$ cat src/sv/vrgb_pkg.sv
// Shared widths, codes, segment constants and helper functions for the colormap pipeline.
// Standalone package; used by value_to_rgb_colormap.
`default_nettype none

package vrgb_pkg;

	// Field widths
	localparam int SAMPLE_BITS = 16;
	localparam int COLOR_BITS  = 8;
	localparam int FRAC_BITS   = 16;
	localparam int V_W         = FRAC_BITS + 1;

	// Stream and register port widths
	localparam int TDATA_IN_W  = ((SAMPLE_BITS + 7) / 8) * 8;
	localparam int TDATA_OUT_W = ((3 * COLOR_BITS + 7) / 8) * 8;
	localparam int ADDR_W      = 2;

	// Divider: quotient bits retired per pipeline stage
	localparam int DIV_STEP   = 4;
	localparam int DIV_STAGES = FRAC_BITS / DIV_STEP;

	// Pipeline stage positions
	localparam int ST_IN  = 0;
	localparam int ST_DIV = 1;
	localparam int ST_V   = ST_DIV + DIV_STAGES;
	localparam int ST_SEG = ST_V + 1;
	localparam int ST_M   = ST_V + 2;
	localparam int ST_P   = ST_V + 3;
	localparam int ST_OUT = ST_V + 4;
	localparam int NSTG   = ST_OUT + 1;

	localparam int NCH  = 3;
	localparam int CH_R = 0;
	localparam int CH_G = 1;
	localparam int CH_B = 2;

	localparam longint CMAX  = (longint'(1) << COLOR_BITS) - 1;
	localparam longint ONE_Q = longint'(1) << FRAC_BITS;
	localparam logic [COLOR_BITS-1:0] CMAX_C = COLOR_BITS'(CMAX);
	localparam logic [V_W-1:0] ONE_V = V_W'(ONE_Q);

	// Segment arithmetic widths
	localparam int KM_W = COLOR_BITS + 10;     // CMAX * 1000
	localparam int KW   = KM_W + V_W;          // CMAX * 1000 * v
	localparam int M_W  = COLOR_BITS + 11;     // rounded numerator
	localparam int MS_W = COLOR_BITS + 13;     // signed numerator before clipping
	localparam int D_W  = 10;                  // twice the segment width, thousandths
	localparam int R_W  = M_W - 7;             // reciprocal, divisor is at least 220
	localparam int Q_W  = M_W - 7;
	localparam int P_W  = M_W + R_W;
	localparam logic [KM_W-1:0] KMUL = KM_W'(CMAX * 1000);

	typedef enum logic [ADDR_W-1:0] {
		REG_LOWER = 2'd0,
		REG_UPPER = 2'd1,
		REG_MAP   = 2'd2
	} reg_idx_t;

	typedef enum logic [1:0] {
		CLP_NONE,
		CLP_ZERO,
		CLP_ONE
	} clamp_t;

	typedef struct packed {
		logic [SAMPLE_BITS:0]  rem;
		logic [DIV_STEP-1:0]   bits;
	} dstep_t;

	// One color segment: either a fixed level or a line
	// numerator = cst + floor(dy * CMAX * 1000 * v / 2^16), result = numerator / dd
	typedef struct packed {
		logic                         fixed;
		logic [COLOR_BITS-1:0]        val;
		logic signed [MS_W-1:0]       cst;
		logic signed [2:0]            dy;
		logic [D_W-1:0]               dd;
		logic [R_W-1:0]               rcp;
	} seg_t;

	// Breakpoint thresholds on v: fraction < a/1000 exactly when v < TH_a
	localparam logic [V_W-1:0] TH_110 = V_W'((110 * ONE_Q + 999) / 1000);
	localparam logic [V_W-1:0] TH_125 = V_W'((125 * ONE_Q + 999) / 1000);
	localparam logic [V_W-1:0] TH_340 = V_W'((340 * ONE_Q + 999) / 1000);
	localparam logic [V_W-1:0] TH_350 = V_W'((350 * ONE_Q + 999) / 1000);
	localparam logic [V_W-1:0] TH_375 = V_W'((375 * ONE_Q + 999) / 1000);
	localparam logic [V_W-1:0] TH_500 = V_W'((500 * ONE_Q + 999) / 1000);
	localparam logic [V_W-1:0] TH_640 = V_W'((640 * ONE_Q + 999) / 1000);
	localparam logic [V_W-1:0] TH_650 = V_W'((650 * ONE_Q + 999) / 1000);
	localparam logic [V_W-1:0] TH_660 = V_W'((660 * ONE_Q + 999) / 1000);
	localparam logic [V_W-1:0] TH_890 = V_W'((890 * ONE_Q + 999) / 1000);
	localparam logic [V_W-1:0] TH_910 = V_W'((910 * ONE_Q + 999) / 1000);

	// Reciprocals of twice the segment width, scaled by 2^M_W
	localparam longint RCP_110 = (longint'(1) << M_W) / (2 * 110);
	localparam longint RCP_250 = (longint'(1) << M_W) / (2 * 250);
	localparam longint RCP_270 = (longint'(1) << M_W) / (2 * 270);
	localparam longint RCP_310 = (longint'(1) << M_W) / (2 * 310);
	localparam longint RCP_500 = (longint'(1) << M_W) / (2 * 500);

	// Retire DIV_STEP quotient bits of a restoring division
	function automatic dstep_t div_steps(logic [SAMPLE_BITS:0] rem_in,
			logic [SAMPLE_BITS-1:0] den);
		dstep_t ds;
		logic [SAMPLE_BITS:0] t;
		ds.rem = rem_in;
		ds.bits = '0;
		for (int i = 0; i < DIV_STEP; i++) begin
			t = {ds.rem[SAMPLE_BITS-1:0], 1'b0};
			if (t >= {1'b0, den}) begin
				ds.rem = t - {1'b0, den};
				ds.bits[DIV_STEP-1-i] = 1'b1;
			end else begin
				ds.rem = t;
			end
		end
		return ds;
	endfunction

	// Line from y0/2 to y1/2 starting at a/1000, width w/1000, rounded half up
	function automatic seg_t make_lin(longint a, longint w, longint y0, longint y1,
			longint rcp);
		seg_t sg;
		sg.fixed = 1'b0;
		sg.val = '0;
		sg.cst = MS_W'(CMAX * y0 * w + w - CMAX * (y1 - y0) * a);
		sg.dy = 3'(y1 - y0);
		sg.dd = D_W'(2 * w);
		sg.rcp = R_W'(rcp);
		return sg;
	endfunction

	function automatic seg_t fixed_seg(logic [COLOR_BITS-1:0] level);
		seg_t sg;
		sg = '0;
		sg.fixed = 1'b1;
		sg.val = level;
		return sg;
	endfunction

	localparam seg_t SG_JR1 = make_lin(350, 310, 0, 2, RCP_310);
	localparam seg_t SG_JR3 = make_lin(890, 110, 2, 1, RCP_110);
	localparam seg_t SG_JG1 = make_lin(125, 250, 0, 2, RCP_250);
	localparam seg_t SG_JG3 = make_lin(640, 270, 2, 0, RCP_270);
	localparam seg_t SG_JB0 = make_lin(0, 110, 1, 2, RCP_110);
	localparam seg_t SG_JB2 = make_lin(340, 310, 2, 0, RCP_310);
	localparam seg_t SG_DR  = make_lin(0, 500, 0, 2, RCP_500);
	localparam seg_t SG_DG  = make_lin(500, 500, 2, 0, RCP_500);
	localparam seg_t SG_DB  = make_lin(0, 500, 2, 0, RCP_500);

	function automatic seg_t pick_red(logic dmap, logic [V_W-1:0] v);
		seg_t sg;
		if (dmap) begin
			sg = (v >= TH_500) ? fixed_seg(CMAX_C) : SG_DR;
		end else if (v < TH_350) begin
			sg = fixed_seg('0);
		end else if (v < TH_660) begin
			sg = SG_JR1;
		end else if (v < TH_890) begin
			sg = fixed_seg(CMAX_C);
		end else begin
			sg = SG_JR3;
		end
		return sg;
	endfunction

	function automatic seg_t pick_green(logic dmap, logic [V_W-1:0] v);
		seg_t sg;
		if (dmap) begin
			sg = (v >= TH_500) ? SG_DG : SG_DR;
		end else if (v < TH_125) begin
			sg = fixed_seg('0);
		end else if (v < TH_375) begin
			sg = SG_JG1;
		end else if (v < TH_640) begin
			sg = fixed_seg(CMAX_C);
		end else if (v < TH_910) begin
			sg = SG_JG3;
		end else begin
			sg = fixed_seg('0);
		end
		return sg;
	endfunction

	function automatic seg_t pick_blue(logic dmap, logic [V_W-1:0] v);
		seg_t sg;
		if (dmap) begin
			sg = (v >= TH_500) ? fixed_seg('0) : SG_DB;
		end else if (v < TH_110) begin
			sg = SG_JB0;
		end else if (v < TH_340) begin
			sg = fixed_seg(CMAX_C);
		end else if (v < TH_650) begin
			sg = SG_JB2;
		end else begin
			sg = fixed_seg('0);
		end
		return sg;
	endfunction

endpackage

`default_nettype wire

$ cat src/sv/value_to_rgb_colormap.sv
// Throughput: one sample per clock while the output is not stalled; the slowest path
// is one pipelined divider stage (four restoring steps) or one segment multiplier,
// each between registers.
// Reset (arst_n low, asynchronous): limits and map select clear to 0, pipeline empties.
// Each stage holds its item while the stage behind it is full and stalled.
// Depends on vrgb_pkg.
`default_nettype none

module value_to_rgb_colormap (
	input  logic                                 clk,
	input  logic                                 arst_n,
	// register write port: 0 lower_limit, 1 upper_limit, 2 map_select
	input  logic                                 cfg_we,
	input  logic [vrgb_pkg::ADDR_W-1:0]          cfg_addr,
	input  logic [vrgb_pkg::SAMPLE_BITS-1:0]     cfg_wdata,
	// input stream
	input  logic                                 s_tvalid,
	output logic                                 s_tready,
	input  logic [vrgb_pkg::TDATA_IN_W-1:0]      s_tdata,   // sample
	// output stream
	output logic                                 m_tvalid,
	input  logic                                 m_tready,
	output logic [vrgb_pkg::TDATA_OUT_W-1:0]     m_tdata    // red, green, blue
);

	localparam int SB   = vrgb_pkg::SAMPLE_BITS;
	localparam int CB   = vrgb_pkg::COLOR_BITS;
	localparam int FB   = vrgb_pkg::FRAC_BITS;
	localparam int NDS  = vrgb_pkg::DIV_STAGES;
	localparam int DST  = vrgb_pkg::DIV_STEP;
	localparam int NSTG = vrgb_pkg::NSTG;
	localparam int NCH  = vrgb_pkg::NCH;
	localparam int QDW  = vrgb_pkg::Q_W + vrgb_pkg::D_W;

	// ------------------------------------------------------------------
	// Configuration registers
	// ------------------------------------------------------------------
	logic signed [SB-1:0] lower_q;
	logic signed [SB-1:0] upper_q;
	logic                 map_q;

	always_ff @(posedge clk or negedge arst_n) begin
		if (!arst_n) begin
			lower_q <= '0;
			upper_q <= '0;
			map_q   <= 1'b0;
		end else if (cfg_we) begin
			unique case (cfg_addr)
				vrgb_pkg::REG_LOWER: lower_q <= cfg_wdata;
				vrgb_pkg::REG_UPPER: upper_q <= cfg_wdata;
				vrgb_pkg::REG_MAP:   map_q   <= cfg_wdata[0];
				default: ;
			endcase
		end
	end

	// ------------------------------------------------------------------
	// Flow control: a stage takes a new item when it is empty or when the
	// stage behind it moves on, so bubbles close up during a stall.
	// ------------------------------------------------------------------
	logic [NSTG-1:0] vld_s;
	logic [NSTG-1:0] adv;

	always_comb begin
		adv[NSTG-1] = !vld_s[NSTG-1] || m_tready;
		for (int i = NSTG - 2; i >= 0; i--) begin
			adv[i] = !vld_s[i] || adv[i+1];
		end
	end

	always_ff @(posedge clk or negedge arst_n) begin
		if (!arst_n) begin
			vld_s <= '0;
		end else begin
			if (adv[0]) begin
				vld_s[0] <= s_tvalid;
			end
			for (int i = 1; i < NSTG; i++) begin
				if (adv[i]) begin
					vld_s[i] <= vld_s[i-1];
				end
			end
		end
	end

	assign s_tready = adv[vrgb_pkg::ST_IN];

	// ------------------------------------------------------------------
	// Stage 1: clamp decision, offset from the lower limit, span
	// ------------------------------------------------------------------
	logic signed [SB-1:0] smp;
	logic                 lo_hit;
	logic                 hi_hit;
	logic [SB-1:0]        diff_c;
	logic [SB-1:0]        den_c;
	vrgb_pkg::clamp_t     clp_c;

	assign smp    = s_tdata[SB-1:0];
	assign lo_hit = smp <= lower_q;
	assign hi_hit = smp >= upper_q;
	// Only meaningful when unclamped; then 0 <= diff < den < 2^SB.
	assign diff_c = smp - lower_q;
	assign den_c  = upper_q - lower_q;

	// The jet map tests the lower limit first, the diverging map the upper.
	always_comb begin
		if (!map_q && lo_hit) begin
			clp_c = vrgb_pkg::CLP_ZERO;
		end else if (hi_hit) begin
			clp_c = vrgb_pkg::CLP_ONE;
		end else if (lo_hit) begin
			clp_c = vrgb_pkg::CLP_ZERO;
		end else begin
			clp_c = vrgb_pkg::CLP_NONE;
		end
	end

	logic [SB-1:0]    diff_s1;
	logic [SB-1:0]    den_s1;
	vrgb_pkg::clamp_t clp_s1;
	logic             map_s1;

	always_ff @(posedge clk) begin
		if (adv[vrgb_pkg::ST_IN]) begin
			diff_s1 <= diff_c;
			den_s1  <= den_c;
			clp_s1  <= clp_c;
			map_s1  <= map_q;
		end
	end

	// ------------------------------------------------------------------
	// Stages 2..5: restoring division of (diff << 16) by the span,
	// DIV_STEP quotient bits per stage, MSB first.
	// ------------------------------------------------------------------
	vrgb_pkg::dstep_t dv_nx    [NDS];
	logic [SB:0]      dv_rem_s [NDS];
	logic [FB-1:0]    dv_quo_s [NDS];
	logic [SB-1:0]    dv_den_s [NDS];
	vrgb_pkg::clamp_t dv_clp_s [NDS];
	logic             dv_map_s [NDS];

	always_comb begin
		dv_nx[0] = vrgb_pkg::div_steps({1'b0, diff_s1}, den_s1);
		for (int j = 1; j < NDS; j++) begin
			dv_nx[j] = vrgb_pkg::div_steps(dv_rem_s[j-1], dv_den_s[j-1]);
		end
	end

	always_ff @(posedge clk) begin
		if (adv[vrgb_pkg::ST_DIV]) begin
			dv_rem_s[0] <= dv_nx[0].rem;
			dv_quo_s[0] <= FB'(dv_nx[0].bits);
			dv_den_s[0] <= den_s1;
			dv_clp_s[0] <= clp_s1;
			dv_map_s[0] <= map_s1;
		end
		for (int j = 1; j < NDS; j++) begin
			if (adv[vrgb_pkg::ST_DIV+j]) begin
				dv_rem_s[j] <= dv_nx[j].rem;
				dv_quo_s[j] <= {dv_quo_s[j-1][FB-DST-1:0], dv_nx[j].bits};
				dv_den_s[j] <= dv_den_s[j-1];
				dv_clp_s[j] <= dv_clp_s[j-1];
				dv_map_s[j] <= dv_map_s[j-1];
			end
		end
	end

	// ------------------------------------------------------------------
	// Stage 6: Q1.16 fraction v, with clamped samples forced to 0 or 1.0
	// ------------------------------------------------------------------
	logic [vrgb_pkg::V_W-1:0] v_s6;
	logic                     map_s6;

	always_ff @(posedge clk) begin
		if (adv[vrgb_pkg::ST_V]) begin
			case (dv_clp_s[NDS-1])
				vrgb_pkg::CLP_ZERO: v_s6 <= '0;
				vrgb_pkg::CLP_ONE:  v_s6 <= vrgb_pkg::ONE_V;
				default:            v_s6 <= {1'b0, dv_quo_s[NDS-1]};
			endcase
			map_s6 <= dv_map_s[NDS-1];
		end
	end

	// ------------------------------------------------------------------
	// Stage 7: pick the segment of each channel, scale v by CMAX * 1000
	// ------------------------------------------------------------------
	logic [vrgb_pkg::KW-1:0] kprod;
	logic [vrgb_pkg::KW-1:0] k_s7;
	vrgb_pkg::seg_t          seg_s7 [NCH];

	assign kprod = vrgb_pkg::KW'(v_s6) * vrgb_pkg::KW'(vrgb_pkg::KMUL);

	always_ff @(posedge clk) begin
		if (adv[vrgb_pkg::ST_SEG]) begin
			k_s7 <= kprod;
			seg_s7[vrgb_pkg::CH_R] <= vrgb_pkg::pick_red(map_s6, v_s6);
			seg_s7[vrgb_pkg::CH_G] <= vrgb_pkg::pick_green(map_s6, v_s6);
			seg_s7[vrgb_pkg::CH_B] <= vrgb_pkg::pick_blue(map_s6, v_s6);
		end
	end

	// ------------------------------------------------------------------
	// Stage 8: rounded numerator per channel; the slope term is floored
	// by an arithmetic shift, the rest of the line is a segment constant.
	// ------------------------------------------------------------------
	logic signed [vrgb_pkg::KW+2:0]   dk [NCH];
	logic signed [vrgb_pkg::MS_W-1:0] ms [NCH];
	logic [vrgb_pkg::M_W-1:0]         m_s8   [NCH];
	vrgb_pkg::seg_t                   seg_s8 [NCH];

	always_comb begin
		for (int c = 0; c < NCH; c++) begin
			dk[c] = $signed({1'b0, k_s7}) * seg_s7[c].dy;
			ms[c] = vrgb_pkg::MS_W'(dk[c] >>> FB) + seg_s7[c].cst;
		end
	end

	always_ff @(posedge clk) begin
		if (adv[vrgb_pkg::ST_M]) begin
			for (int c = 0; c < NCH; c++) begin
				m_s8[c]   <= ms[c][vrgb_pkg::M_W-1:0];
				seg_s8[c] <= seg_s7[c];
			end
		end
	end

	// ------------------------------------------------------------------
	// Stage 9: multiply by the reciprocal of the divisor
	// ------------------------------------------------------------------
	logic [vrgb_pkg::P_W-1:0] pp     [NCH];
	logic [vrgb_pkg::P_W-1:0] p_s9   [NCH];
	logic [vrgb_pkg::M_W-1:0] m_s9   [NCH];
	vrgb_pkg::seg_t           seg_s9 [NCH];

	always_comb begin
		for (int c = 0; c < NCH; c++) begin
			pp[c] = vrgb_pkg::P_W'(m_s8[c]) * vrgb_pkg::P_W'(seg_s8[c].rcp);
		end
	end

	always_ff @(posedge clk) begin
		if (adv[vrgb_pkg::ST_P]) begin
			for (int c = 0; c < NCH; c++) begin
				p_s9[c]   <= pp[c];
				m_s9[c]   <= m_s8[c];
				seg_s9[c] <= seg_s8[c];
			end
		end
	end

	// ------------------------------------------------------------------
	// Stage 10: the estimate is the quotient or one short; fix it with one
	// compare, saturate, and hold the color in the output register.
	// ------------------------------------------------------------------
	logic [vrgb_pkg::Q_W-1:0] q0  [NCH];
	logic [QDW-1:0]           rm  [NCH];
	logic [vrgb_pkg::Q_W-1:0] qv  [NCH];
	logic [CB-1:0]            col [NCH];
	logic [CB-1:0]            rgb_s10 [NCH];

	always_comb begin
		for (int c = 0; c < NCH; c++) begin
			q0[c] = p_s9[c][vrgb_pkg::P_W-1:vrgb_pkg::M_W];
			rm[c] = QDW'(m_s9[c]) - QDW'(q0[c]) * QDW'(seg_s9[c].dd);
			qv[c] = q0[c] + vrgb_pkg::Q_W'(rm[c] >= QDW'(seg_s9[c].dd));
			if (seg_s9[c].fixed) begin
				col[c] = seg_s9[c].val;
			end else if (qv[c] > vrgb_pkg::Q_W'(vrgb_pkg::CMAX)) begin
				col[c] = vrgb_pkg::CMAX_C;
			end else begin
				col[c] = qv[c][CB-1:0];
			end
		end
	end

	always_ff @(posedge clk) begin
		if (adv[vrgb_pkg::ST_OUT]) begin
			for (int c = 0; c < NCH; c++) begin
				rgb_s10[c] <= col[c];
			end
		end
	end

	assign m_tvalid = vld_s[NSTG-1];
	assign m_tdata  = vrgb_pkg::TDATA_OUT_W'({rgb_s10[vrgb_pkg::CH_B],
		rgb_s10[vrgb_pkg::CH_G], rgb_s10[vrgb_pkg::CH_R]});

endmodule

`default_nettype wire
$ cat config.mk
export PLATFORM = sky130hd
export DESIGN_NAME = value_to_rgb_colormap
export DESIGN_NICKNAME = d
export VERILOG_FILES = /design/src/sv/vrgb_pkg.sv /design/src/sv/value_to_rgb_colormap.sv
export SDC_FILE = /design/constraint.sdc
export NUM_CORES = 2
export LEC_CHECK = 0
export ABC_AREA = 1
export BUFFER_PORTS_ARGS = -buffer_cell sky130_fd_sc_hd__clkbuf_2
export CAP_MARGIN = 20
export CORE_MARGIN = 2
export CORE_UTILIZATION = 50
export DETAILED_ROUTE_END_ITERATION = 6
export GPL_ROUTABILITY_DRIVEN = 0
export PLACE_DENSITY_LB_ADDON = 0.25
export SETUP_SLACK_MARGIN = 0.4
export SLEW_MARGIN = 10
export SYNTH_ARGS = -nofsm -noshare
export SYNTH_HDL_FRONTEND = slang
export SYNTH_SLANG_ARGS = --single-unit
$ cat constraint.sdc
create_clock -name clk -period 23.5 [get_ports clk]
set_input_delay 5.875 -clock clk [delete_from_list [all_inputs] [get_ports clk]]
set_output_delay 5.875 -clock clk [all_outputs]
set_load 0.005 [all_outputs]
Word level (Yosys, flattened, before mapping)
Memory sizes are Yosys's and may differ from the RTL's. A register that Yosys moved wholly into a read port is not among the register bits.
Index checks and enable logic that the tools add are counted.
- bits of input ports: 39
- memories: 12
- RAM bits: 934
- word-level logic and storage cells: 209
- bits in registers: 127
- order comparisons: 35
- add/subtract/negate cells: 27
- reduce and logical (&&, ||, !) cells: 26
- multipliers: 10
- equality and inequality tests: 4
- mux-type cells: 76
- memories (name ; words ; width ; read ports ; clocked after Yosys merged registers in ; write ports ; RTL line ; text):
    seg_s7 ; 3 ; 55 ; 3 ; 0 ; 3 ; value_to_rgb_colormap.sv:191 ; vrgb_pkg::seg_t seg_s7 [NCH];
    seg_s8 ; 3 ; 55 ; 3 ; 0 ; 3 ; value_to_rgb_colormap.sv:211 ; vrgb_pkg::seg_t seg_s8 [NCH];
    seg_s9 ; 3 ; 55 ; 3 ; 0 ; 3 ; value_to_rgb_colormap.sv:235 ; vrgb_pkg::seg_t seg_s9 [NCH];
    p_s9 ; 3 ; 31 ; 3 ; 0 ; 3 ; value_to_rgb_colormap.sv:233 ; logic [vrgb_pkg::P_W-1:0] p_s9 [NCH];
    dv_rem_s ; 4 ; 17 ; 3 ; 0 ; 4 ; value_to_rgb_colormap.sv:137 ; logic [SB:0] dv_rem_s [NDS];
    dv_den_s ; 4 ; 16 ; 3 ; 0 ; 4 ; value_to_rgb_colormap.sv:139 ; logic [SB-1:0] dv_den_s [NDS];
    6 more memories ; - ; - ; - ; - ; - ; - ;
- operators by type and width (kind ; count):
    2-to-1 mux 55 bit ; 18
    >= comparator 17 x 16 -> 1 bit ; 16
    subtractor 16 bit ; 14
    2-to-1 mux 16 bit ; 12
    multiplier 33 x 3 -> 32 bit ; 3
    multiplier 19 x 12 -> 31 bit ; 3
    < comparator 17 x 16 -> 1 bit (second input constant) ; 5
    2-to-1 mux 17 bit ; 4
    subtractor 17 x 16 -> 17 bit ; 4
    >= comparator 22 x 10 -> 1 bit ; 3
    multiplier 12 x 10 -> 22 bit ; 3
    subtractor 19 x 22 -> 22 bit ; 3
    adder 19 bit ; 3
    < comparator 17 x 15 -> 1 bit (second input constant) ; 3
    2-to-1 mux 8 bit ; 6
    2-to-1 mux 44 bit ; 1
    adder 12 x 1 -> 12 bit ; 3
    > comparator 12 x 8 -> 1 bit (second input constant) ; 3
    case mux 17 bit (2 select lines) ; 1
    2-to-1 mux 1 bit ; 33
    multiplier 17 x 15 -> 32 bit (second input constant) ; 1
    >= comparator 17 x 16 -> 1 bit (second input constant) ; 1
    < comparator 17 x 13 -> 1 bit (second input constant) ; 1
    < comparator 17 x 14 -> 1 bit (second input constant) ; 1
    10 further kinds ; 33

Logic depth before layout (Yosys ltp)
- word-level depth: 12
- gate-level depth with buffers: 59
- depth with buffers taken out: 54

Least setup slack after synthesis
No wires, ideal clock.
- kind: input to output
- start point: input port m_tready
- end point: output port s_tready
- arrival: 16021 ps
- required time: 17625 ps
- slack: 1604 ps
- cell stages on the path: 18
- buffers on the path: 0
- cells stage by stage: nor2_1 -> inv_1 -> nor2_1 -> inv_1 -> nor2_1 -> inv_1 -> nor2_1 -> inv_1 -> nor2_1 -> inv_1 -> nor2_1 -> inv_1 -> nor2_1 -> inv_1 -> nor2_1 -> inv_1 -> nor2_1 -> nand2_1
- cells in the longest elaborated chain, start to end: 10
- RTL lines (item ; RTL line ; text):
    from (decl) ; value_to_rgb_colormap.sv:22 ; input logic m_tready,
    logical OR 1 bit ; value_to_rgb_colormap.sv:65 ; adv[NSTG-1] = !vld_s[NSTG-1] || m_tready;
    via adv[9] ; value_to_rgb_colormap.sv:62 ; logic [NSTG-1:0] adv;
    logical OR 1 bit ; value_to_rgb_colormap.sv:67 ; adv[i] = !vld_s[i] || adv[i+1];
    via adv[8] ; value_to_rgb_colormap.sv:62 ;
    logical OR 1 bit ; value_to_rgb_colormap.sv:67 ;
    via adv[7] ; value_to_rgb_colormap.sv:62 ;
    logical OR 1 bit ; value_to_rgb_colormap.sv:67 ;
    via adv[6] ; value_to_rgb_colormap.sv:62 ;
    logical OR 1 bit ; value_to_rgb_colormap.sv:67 ;
    via adv[5] ; value_to_rgb_colormap.sv:62 ;
    logical OR 1 bit ; value_to_rgb_colormap.sv:67 ;
    via adv[4] ; value_to_rgb_colormap.sv:62 ;
    logical OR 1 bit ; value_to_rgb_colormap.sv:67 ;
    via adv[3] ; value_to_rgb_colormap.sv:62 ;
    logical OR 1 bit ; value_to_rgb_colormap.sv:67 ;
    via adv[2] ; value_to_rgb_colormap.sv:62 ;
    logical OR 1 bit (2 in a row) ; value_to_rgb_colormap.sv:67 ;
    to (decl) ; value_to_rgb_colormap.sv:18 ; output logic s_tready,
The timed path passes the listed nets, and every way through them passes these cells.

Worst setup path in the final report
Ends and elaborated chain as after synthesis.

==> metrics <==
cell taking the most area after synthesis ha_1; share of flip-flops with an asynchronous set or reset 0.0819; crit path capture s_tready; TNS Setup 0 ns; yosys warns 0; largest net degree at the start of global routing 67; Worst-path clk slew 0.06 ns; Worst Setup SP m_tready; dominant synthesized flop cell edfxtp_1; final hold vios 0; DRC 0; fin cells 12000; worst endpoint required time ~18 ns; Die ar. approximately 160000 um2; max_slew headroom 0.295; vias per cell 5.20; routed len/inst 15.6 um; kind of end point of the critical path primary output; CP max FO between 60 and 70; WS Path Type primary input to primary output; Total GRT Usage 0.239; grt ovf 0; CP Launch Type primary input; Total Wirelength 188000 um; postcts setup bufs 0; # nets final 11900; clk sinks between 500 and 600; layout cells sized above 1 0.0262; first-pass GRT wire length 311000 um; Fmax around 0.056 GHz; core box area 156000 um2; clock tree root buffer cell clkbuf_16; pins over their slew limit 0; delay of the slowest cell on the worst path 0.76 ns; Area contributors post-synth ha_1 20%, edfxtp_1 18%, fa_1 17%, nand2_1 11%, inv_1 11%; min Tclk post-route 17.96 ns; First-pass DRT Iterations 6; critical path arrival 12.08 ns; status completed; Post-synth EDFFs 482; sequential-to-total area share from yosys stat 0.199; total CTS buffers 60; RSZ-0062 raised after global routing no; Starting DRT DRC Count 4477; # fillers between 10000 and 15000; via count 62500; Post-CTS Resized 0; area share of the largest cell type after synthesis 0.202; cells along the critical path clkbuf_2, nor2_1, inv_1, nor2_1, inv_4, nor2_1, clkinv_2, nor2_1, inv_2, buf_4, nor2_1, inv_1, nor2_1, inv_1, nor2_1, inv_2, nor2_1, clkinv_1, buf_4, nor2_1, nand2_2, clkbuf_2; fin crit share 0.764; FF+latch area 15500 um2; cells after synthesis 9915; Port Buf Inserts 64; CP dominant cell by count nor2_1; Initial Util 0.503; Bufs on Longest Clock Path 3; Reg2Reg Depth 45; synth-to-layout area growth 5.81%; commonest cells after routing, fill and taps aside 2347 x nand2_1, 2235 x inv_1, 1265 x ha_1; skew final 0.0801 ns; Routed Antenna Nets 0; Ant. Diodes 0; vias in the first global route 62200; I/O pin count 65; syn_nets about 12000; reg-to-reg endpoint dv_rem_s[0][5]$_DFFE_PP_; reg2reg setup slack 13.31 ns; CTS tree done; area of the multi-input gates 53700 um2; Die W between 300 and 400 um; Clock Latency Late Sink 0.71 ns; H-tree levels 2; Distinct cells, synth between 50 and 60; FF-to-FF Start den_s1[5]$_DFFE_PP_; Core Rows 145; Post-DP HPWL roughly 160000 um; Setup Viol. Count Final 0; Mapped Area 78300 um2; commonest non-fill, non-tap cell in the layout nand2_1; syn avg cell area 7.90 um2; initial antenna violation count 1; Crit-path slowest cell inv_2; Hold Crit Class flip-flop to flip-flop; Die Y 400 um; Max Cap Viol 0; Worst-Margin Slew between 1 and 1.5 ns; Yosys reg bits roughly 530; hold-fix buffer count after cts 0; Placed Cells between 10000 and 15000
worst min-delay path by stage:
stage / from / end / slack, ns / cells after the start
global route: seg_s7[0][128]$_DFFE_PP_ / seg_s8[0][128]$_DFFE_PP_ / 0.43 / 0
global placement: seg_s8[0][149]$_DFFE_PP_ / seg_s9[0][149]$_DFFE_PP_ / 0.40 / 0
CTS: seg_s8[0][149]$_DFFE_PP_ / seg_s9[0][149]$_DFFE_PP_ / 0.41 / 0
floorplan: clp_s1[0]$_SDFFCE_PP1P_ / dv_clp_s[0][0]$_DFFE_PP_ / 0.40 / 0
detailed placement: dv_quo_s[0][3]$_DFFE_PP_ / dv_quo_s[1][7]$_DFFE_PP_ / 0.40 / 0
finish: seg_s7[0][128]$_DFFE_PP_ / seg_s8[0][128]$_DFFE_PP_ / 0.42 / 0
cells by family after synthesis:
kind of cell | Yosys count | synth area share
fa+ha+maj | 1935 | 0.373
compound gates | 1228 | 0.0858
simple gates | 3398 | 0.177
flops | 525 | 0.199
xor+xnor | 440 | 0.0492
buf+inv | 2389 | 0.116
area by class of cell:
class	count	area share
clock buffer	66	0.0184
clock inverter	47	0.00704
inverter	2253	0.102
multi-input combinational	7001	0.648
sequential	525	0.188
tap	2058	0.0311
timing repair buffer	79	0.00601
routing by layer:
| metal | global-route usage | vias up | share of wire |
|---|---|---|---|
| met3 | 0.0236 | 253 | 0.053 |
| li1 | - | 31400 | - |
| met2 | 0.408 | 1472 | 0.47 |
| met5 | 0 | - | 0.000069 |
| met1 | 0.325 | 29400 | 0.46 |
| met4 | 0.0559 | 2 | 0.023 |
registers in the layout, indices dropped and copies added (netlist names), 31 cells and up:
name	count
dv_den_s	48
m_s8	57
m_s9	57
seg_s7	31
p_s9	36
dv_rem_s	48
dv_quo_s	40
k_s7	32
stage by stage:
step	hold slack, ns	area [um2]	setup WS, ns	utilization
floorplan	0.400	78300	1.60	-
global placement	0.401	80700	5.44	0.518
detailed placement	0.405	80700	5.46	0.518
CTS	0.413	82800	5.48	0.531
global route	0.425	82900	4.79	0.532
finish	0.416	82900	5.54	0.532
cells in the mapped netlist (all sizes together), types with 28 or more instances:
master,n
a21oi,584
a31oi,42
buf,46
clkbuf,90
dfrtp,43
edfxtp,482
fa,670
ha,1265
inv,2253
nand2,2361
nand3,356
nand4,69
nor2,462
nor3,69
nor4,28
o21ai,422
o21bai,34
xnor2,182
xor2,258
critical path: cells and delay by family:
family        cells  cell delay, ns
buf+inv          12            4.45
simple gates     10            1.61
Power is not shown: default switching activity piles up to over one toggle a cycle in this logic, so the estimate is an artifact.
